File: config.mk
export PLATFORM = sky130hd
export DESIGN_NAME = drm_ctrl
export DESIGN_NICKNAME = d
export VERILOG_FILES = /design/src/hdl/drm_pkg.sv /design/src/hdl/drm_ctrl.sv
export SDC_FILE = /design/constraint.sdc
export NUM_CORES = 1
export LEC_CHECK = 0
export ABC_AREA = 1
export BUFFER_PORTS_ARGS = -buffer_cell sky130_fd_sc_hd__buf_2
export CORE_AREA = 2 2 39 41
export CTS_BUF_LIST = sky130_fd_sc_hd__clkbuf_8
export DETAILED_ROUTE_END_ITERATION = 6
export DIE_AREA = 0 0 41 43
export GPL_TIMING_DRIVEN = 0
export HOLD_SLACK_MARGIN = 0.06
export PLACE_DENSITY = 0.62
export SLEW_MARGIN = 0
export SYNTH_ARGS = -nofsm -noshare
export SYNTH_HDL_FRONTEND = slang
export SYNTH_SLANG_ARGS = --single-unit
File: constraint.sdc
create_clock -name clk -period 1.5 [get_ports clk]
set_input_delay 0.15 -clock clk [delete_from_list [all_inputs] [get_ports clk]]
set_output_delay 0.15 -clock clk [all_outputs]
set_load 0.02 [all_outputs]
File: src/hdl/drm_pkg.sv
// ----------------------------------------------------------------------------
// drm_pkg
// shared types and constants of the dose rate anomaly monitor
// ----------------------------------------------------------------------------
package drm_pkg;

  // configuration register indexes
  localparam int CFG_IDX_W = 3;
  localparam logic [CFG_IDX_W-1:0] CFG_DOSE_VOLUME = 3'd0;
  localparam logic [CFG_IDX_W-1:0] CFG_DAILY_LIMIT = 3'd1;
  localparam logic [CFG_IDX_W-1:0] CFG_ALPHA       = 3'd2;
  localparam logic [CFG_IDX_W-1:0] CFG_YELLOW      = 3'd3;
  localparam logic [CFG_IDX_W-1:0] CFG_RED         = 3'd4;
  localparam logic [CFG_IDX_W-1:0] CFG_WINDOW      = 3'd5;
  localparam logic [CFG_IDX_W-1:0] CFG_WARMUP      = 3'd6;
  localparam int CFG_DATA_W = 32;

  // configuration reset values
  localparam logic [11:0] RST_DOSE_VOLUME = 12'd50;
  localparam logic [15:0] RST_DAILY_LIMIT = 16'd1000;
  localparam logic [15:0] RST_ALPHA       = 16'd6554;
  localparam logic [7:0]  RST_YELLOW      = 8'd150;
  localparam logic [7:0]  RST_RED         = 8'd250;
  localparam logic [31:0] RST_WINDOW      = 32'd86400;
  localparam logic [7:0]  RST_WARMUP      = 8'd5;

  // arithmetic constants
  localparam logic [19:0] RATE_SCALE  = 20'd921600;  // 3600 s/h times 256 (q.8)
  localparam logic [6:0]  DEV_SCALE   = 7'd100;
  localparam logic [31:0] DEV_MIN_AVG = 32'd3;       // 3/256 ml/h in q.8, about 0.012 ml/h
  localparam logic [15:0] ALPHA_ONE   = 16'd32768;
  localparam logic [47:0] ROUND_HALF  = 48'd16384;
  localparam logic [7:0]  WARM_MAX    = 8'd255;

  // shared divider
  localparam int DIV_W     = 40;
  localparam int DIV_CNT_W = 6;

  // result codes
  localparam logic [1:0] ALERT_NONE   = 2'd0;
  localparam logic [1:0] ALERT_YELLOW = 2'd1;
  localparam logic [1:0] ALERT_RED    = 2'd2;
  localparam logic [1:0] ERR_NONE     = 2'd0;
  localparam logic [1:0] ERR_DAILY    = 2'd1;
  localparam logic [1:0] ERR_RED      = 2'd2;

  typedef struct packed {
    logic        req_type;
    logic [31:0] now_seconds;
  } drm_in_t;

  typedef struct packed {
    logic [15:0]       cycle_number;
    logic [31:0]       interval_seconds;
    logic [31:0]       rate_q8;
    logic signed [7:0] deviation_percent_sigma;
    logic [1:0]        alarm_level;
    logic              warmup_flag;
    logic              red_alert_flag;
    logic [15:0]       window_volume_ml;
    logic [1:0]        error_code;
  } drm_out_t;

  typedef struct packed {
    logic capture;
    logic clear;
    logic prep;
    logic rate_zero;
    logic div_start;
    logic div_sel_dev;
    logic rate_take;
    logic avg_run;
    logic dev_prep;
    logic dev_zero;
    logic dev_take;
    logic scan_run;
    logic emit;
  } drm_cmd_t;

  typedef struct packed {
    logic req_clear;
    logic interval_zero;
    logic div_done;
    logic avg_done;
    logic dev_need;
    logic scan_done;
    logic out_free;
  } drm_sts_t;

endpackage

File: src/hdl/drm_ctrl.sv
// ----------------------------------------------------------------------------
// drm_ctrl
// sequencer for one word: rate divide, averaging, deviation divide, ring scan
// ----------------------------------------------------------------------------
module drm_ctrl (
  input  logic              clk,
  input  logic              rst_n,
  input  logic              in_valid,
  output logic              in_ready,
  input  drm_pkg::drm_sts_t sts,
  output drm_pkg::drm_cmd_t cmd
);
  import drm_pkg::*;

  localparam logic [3:0] ST_IDLE    = 4'd0;
  localparam logic [3:0] ST_DECODE  = 4'd1;
  localparam logic [3:0] ST_RSTART  = 4'd2;
  localparam logic [3:0] ST_RWAIT   = 4'd3;
  localparam logic [3:0] ST_AVG     = 4'd4;
  localparam logic [3:0] ST_DEVPREP = 4'd5;
  localparam logic [3:0] ST_DSTART  = 4'd6;
  localparam logic [3:0] ST_DWAIT   = 4'd7;
  localparam logic [3:0] ST_SCAN    = 4'd8;
  localparam logic [3:0] ST_EMIT    = 4'd9;

  logic [3:0] state_r, state_nxt;

  always_comb begin
    state_nxt = state_r;
    cmd       = '0;
    in_ready  = 1'b0;
    case (state_r)
      ST_IDLE: begin
        in_ready = 1'b1;
        if (in_valid) begin
          cmd.capture = 1'b1;
          state_nxt   = ST_DECODE;
        end
      end
      ST_DECODE: begin
        if (sts.req_clear) begin
          cmd.clear = 1'b1;
          state_nxt = ST_EMIT;
        end else begin
          cmd.prep  = 1'b1;
          state_nxt = ST_RSTART;
        end
      end
      ST_RSTART: begin
        if (sts.interval_zero) begin
          cmd.rate_zero = 1'b1;
          state_nxt     = ST_AVG;
        end else begin
          cmd.div_start = 1'b1;
          state_nxt     = ST_RWAIT;
        end
      end
      ST_RWAIT: begin
        if (sts.div_done) begin
          cmd.rate_take = 1'b1;
          state_nxt     = ST_AVG;
        end
      end
      ST_AVG: begin
        cmd.avg_run = 1'b1;
        if (sts.avg_done) state_nxt = ST_DEVPREP;
      end
      ST_DEVPREP: begin
        cmd.dev_prep = 1'b1;
        state_nxt    = ST_DSTART;
      end
      ST_DSTART: begin
        if (sts.dev_need) begin
          cmd.div_start   = 1'b1;
          cmd.div_sel_dev = 1'b1;
          state_nxt       = ST_DWAIT;
        end else begin
          cmd.dev_zero = 1'b1;
          state_nxt    = ST_SCAN;
        end
      end
      ST_DWAIT: begin
        if (sts.div_done) begin
          cmd.dev_take = 1'b1;
          state_nxt    = ST_SCAN;
        end
      end
      ST_SCAN: begin
        cmd.scan_run = 1'b1;
        if (sts.scan_done) state_nxt = ST_EMIT;
      end
      ST_EMIT: begin
        if (sts.out_free) begin
          cmd.emit  = 1'b1;
          state_nxt = ST_IDLE;
        end
      end
      default: state_nxt = ST_IDLE;
    endcase
  end

  always_ff @(posedge clk) begin
    if (!rst_n) state_r <= ST_IDLE;
    else        state_r <= state_nxt;
  end

endmodule
Yosys cells after proc, flatten, opt, wreduce, memory -nomap -nowiden
Index checks and enable logic that the tools add are counted.
- output and inout port bits: 14
- flip-flop bits (word level): 4
- input port bits: 10
- muxes and demuxes: 32
- equality and inequality tests: 15
- reduce and logical (&&, ||, !) cells: 2
- operators by type and width (kind ; number):
    $pmux 4 s10 ; 1
    $mux 4 ; 8
    $mux 1 ; 19
    $eq 4x3->1 const B ; 4
    $ne 2x2->1 const B ; 6
    $eq 4x2->1 const B ; 2
    $eq 4x4->1 const B ; 2
    $reduce_and 6->1 ; 1
    $eq 4x1->1 const B ; 1
    $logic_not 4->1 ; 1
    $mux 2 ; 2
    $mux 3 ; 1
    $pmux 1 s2 ; 1

Logic depth before layout (Yosys ltp)
- word-level depth: 3
- mapped depth: 9
- mapped depth without buffers: 9

Worst setup path after synthesis
Ideal clock, no wire load.
- path kind: register -> output
- start point: reg state_r[3]
- end point: out cmd[12] (netlist name)
- setup slack: 0.214 ns
- path buffers: 0
- arrival time: 1.136 ns
- stages on the path, launching flop included: 4
- cells stage by stage: dfxtp_1 -> nor2_2 -> inv_1 -> nor3_1
- RTL lines (element ; RTL line ; RTL):
    start: declaration ; drm_ctrl.sv:26 ; logic [3:0] state_r, state_nxt;
    start signal: assignment ; drm_ctrl.sv:104 ; else state_r <= state_nxt;
    end: declaration ; drm_ctrl.sv:11 ; output drm_pkg::drm_cmd_t cmd

==> results.json <==
{
  "grt_antenna_before_repair": 0,
  "area.growth.synth_to_final_pct": 40.3,
  "critPathCaptureType": "output port",
  "clock_pin_slew_worst_setup_and_hold_paths_ns": 0.03,
  "place_inst": 121,
  "max_cap_violations": 0,
  "core_um2": 1380,
  "detailedPlacementHpwl_um": 915,
  "drt-vias-per-instance": 4.37,
  "global_route_wire_length_before_repair_um": 1860,
  "min_to": "state_r[0]$_SDFFE_PN0P_",
  "route.layer.met1.wl_um": 530,
  "timing_max_transition_violations_final": 0,
  "min-delay-start": "rst_n",
  "syn-instance-count": 82,
  "firstDrtPassIters": 4,
  "element_type_at_the_critical_path_start": "register",
  "status": "finished clean",
  "criticalPathCategory": "register to output port",
  "synth_cell_type_count": 16,
  "cts_setup_buffers": 0,
  "initial_core_util": 0.332,
  "grt_max_degree": 8,
  "timing.critical_path.fanout_max": 7,
  "max_slew.worst_pin.slew_ns": 0.303,
  "regMostFlops": "state_r",
  "synth.yosys.seq_area_share": 0.174,
  "grt_overflow_total": 0,
  "post-synth-top-area-fraction": 0.174,
  "final.min_clock_period_ns": 1.43,
  "routed.top_layer": "met3",
  "initialDrtViolationCount": 12,
  "vias": 542,
  "power_leakage_nw": 0.439,
  "die-width_um": 41,
  "synthDominantAreaCellType": "sky130_fd_sc_hd__dfxtp_1",
  "global_route.usage.total": 0.154,
  "worstPathArrival_ns": 1.28,
  "routed_wire_length_per_instance_um": 8.78,
  "timing_hold_violations_final": 0,
  "antenna_cells": 0,
  "worst_ir_drop_vdd_v": 0.000804,
  "tritoncts.num_buffers": 3,
  "reg_top3": "state_r x4",
  "synth_area_per_cell_um2": 5.60,
  "routabilityCongestion": 0.818,
  "detail_route_met2_wl_um": 521,
  "timing.clock.skew_ns": 0.0000444,
  "min_delay_path_depth": 3,
  "first_global_vias": 493,
  "clk_root_buffer_cell": "sky130_fd_sc_hd__clkbuf_8",
  "finalWirelength_um": 1090,
  "final_cell_mix": "sky130_fd_sc_hd__buf_2 (23), sky130_fd_sc_hd__inv_1 (21), sky130_fd_sc_hd__nand2_1 (14)",
  "worstRegToRegCells": 9,
  "largest_register_ff_count": 4,
  "setup_violations": 0,
  "worst_skew_pair.late_latency_ns": 0.21,
  "fraction_of_final_layout_cells_with_drive_strength_greater_than_1": 0.417,
  "min-delay-path-class": "input pin to register",
  "critical_path.reg2reg.startpoint": "state_r[0]$_SDFFE_PN0P_",
  "finalCoreUtilization": 0.466,
  "numClockSinks": 4,
  "io_pins": 24,
  "power-per-cell-area_nw_per_um2": 1330,
  "port_buffers": 23,
  "final.period_utilization": 0.951,
  "finalNetCount": 120,
  "syn_nets": 92,
  "slew_margin_rel": 0.798,
  "rsz0062_at_grt": "yes",
  "final-instance-count-excl-fill": 124,
  "synth.top_cells.by_area": "sky130_fd_sc_hd__dfxtp_1 (17%), sky130_fd_sc_hd__inv_1 (17%), sky130_fd_sc_hd__nand2_1 (11%)",
  "synth_area_um2": 459,
  "worst-r2r-setup-slack_ns": 0.24,
  "achievable-frequency_mhz": 701,
  "yosys_warnings": 0,
  "clk_path_buf_depth": 2,
  "final_antenna_net_count": 0,
  "synth-seq-cells": 4,
  "reg2reg_to": "state_r[3]$_SDFFE_PN0P_",
  "detailroute.wirelength.met3_um": 37,
  "crit_required_ns": 1.35,
  "layout.cells.most_common": "sky130_fd_sc_hd__buf_2",
  "h-tree-depth": 1,
  "tritoncts": "yes",
  "route.detailed.drc": 0,
  "die_area_um2": 1760,
  "placement_rows": 14,
  "height_of_the_chip_um": 43
}
==> power by group <==
| group | switching, mW | internal [mW] | total (mW) |
|---|---|---|---|
| clock network | 0.0477 | 0.170 | 0.218 |
| logic | 0.313 | 0.154 | 0.467 |
| registers | 0.0382 | 0.135 | 0.174 |
| total | 0.399 | 0.459 | 0.858 |
==> worst max-delay path by stage <==
stage | from | endpoint | cells after the start
2_1_floorplan | state_r[3]$_SDFFE_PN0P_ | cmd[12] | 3
3_3_place_gp | state_r[3]$_SDFFE_PN0P_ | state_r[3]$_SDFFE_PN0P_ | 7
3_5_place_dp | state_r[3]$_SDFFE_PN0P_ | state_r[3]$_SDFFE_PN0P_ | 9
4_1_cts | state_r[3]$_SDFFE_PN0P_ | cmd[12] | 4
5_1_grt | state_r[0]$_SDFFE_PN0P_ | cmd[12] | 4
6_report | state_r[0]$_SDFFE_PN0P_ | cmd[5] | 4
==> synthesized netlist by cell type <==
cell type                   n
sky130_fd_sc_hd__nor2_2     6
sky130_fd_sc_hd__nand4_1    1
sky130_fd_sc_hd__o21ai_1    1
sky130_fd_sc_hd__nand3b_1   3
sky130_fd_sc_hd__dfxtp_1    4
sky130_fd_sc_hd__inv_2      3
sky130_fd_sc_hd__nand2_2    2
sky130_fd_sc_hd__nand2_1   14
sky130_fd_sc_hd__nand3_1    7
sky130_fd_sc_hd__nor3_1     3
sky130_fd_sc_hd__a21oi_1    3
sky130_fd_sc_hd__nor2_1     7
sky130_fd_sc_hd__inv_1     21
sky130_fd_sc_hd__nand3_2    4
sky130_fd_sc_hd__nor2_4     1
sky130_fd_sc_hd__o21ai_0    2
==> metal layers <==
layer  track usage  up-vias
met5             0        -
met3        0.0314        0
met4        0.0933        0
met2         0.200       12
met1         0.224      228
li1              -      302
==> worst max-delay path, cell delays in order (launching register included) <==
cell                      delay [ns]
sky130_fd_sc_hd__dfxtp_1        0.33
sky130_fd_sc_hd__nor2_2         0.29
sky130_fd_sc_hd__inv_1          0.13
sky130_fd_sc_hd__nor3_1         0.13
sky130_fd_sc_hd__buf_2          0.19
==> logic make-up (layout without fill, tap and decap cells) <==
family | count (synthesis) | after routing | share of synthesized area
buf+inv | 24 | 50 | 0.196
flops | 4 | 4 | 0.174
compound gates | 6 | 6 | 0.0654
simple gates | 48 | 48 | 0.564
==> per-stage QoR <==
stage	TNS [ns]	setup WS (ns)	power, mW	cell area [µm²]	hold slack (ns)
after floorplan	0	0.214	0.510	459	0.248
after global placement	0	0.216	0.633	594	0.368
after detailed placement	0	0.225	0.634	594	0.366
after CTS	0	0.0428	0.860	636	0.146
after global routing	-0.160	-0.0544	0.951	644	0.190
final	0	0.0736	0.858	644	0.148
==> cell type report <==
type	count	area, µm²
Sequential cell	4	83.8
Timing Repair Buffer	23	115
Multi-Input combinational cell	54	294
Inverter	24	90.1
Fill cell	155	739
Tap cell	16	20.0
Clock buffer	3	41.3
==> timing repair <==
item | in CTS | in global routing
endpoints found under the setup margin | 0 | 7
gates resized for setup | 0 | 4
hold buffers | 0 | 0
Note: power is estimated with default switching activity, not from simulation.
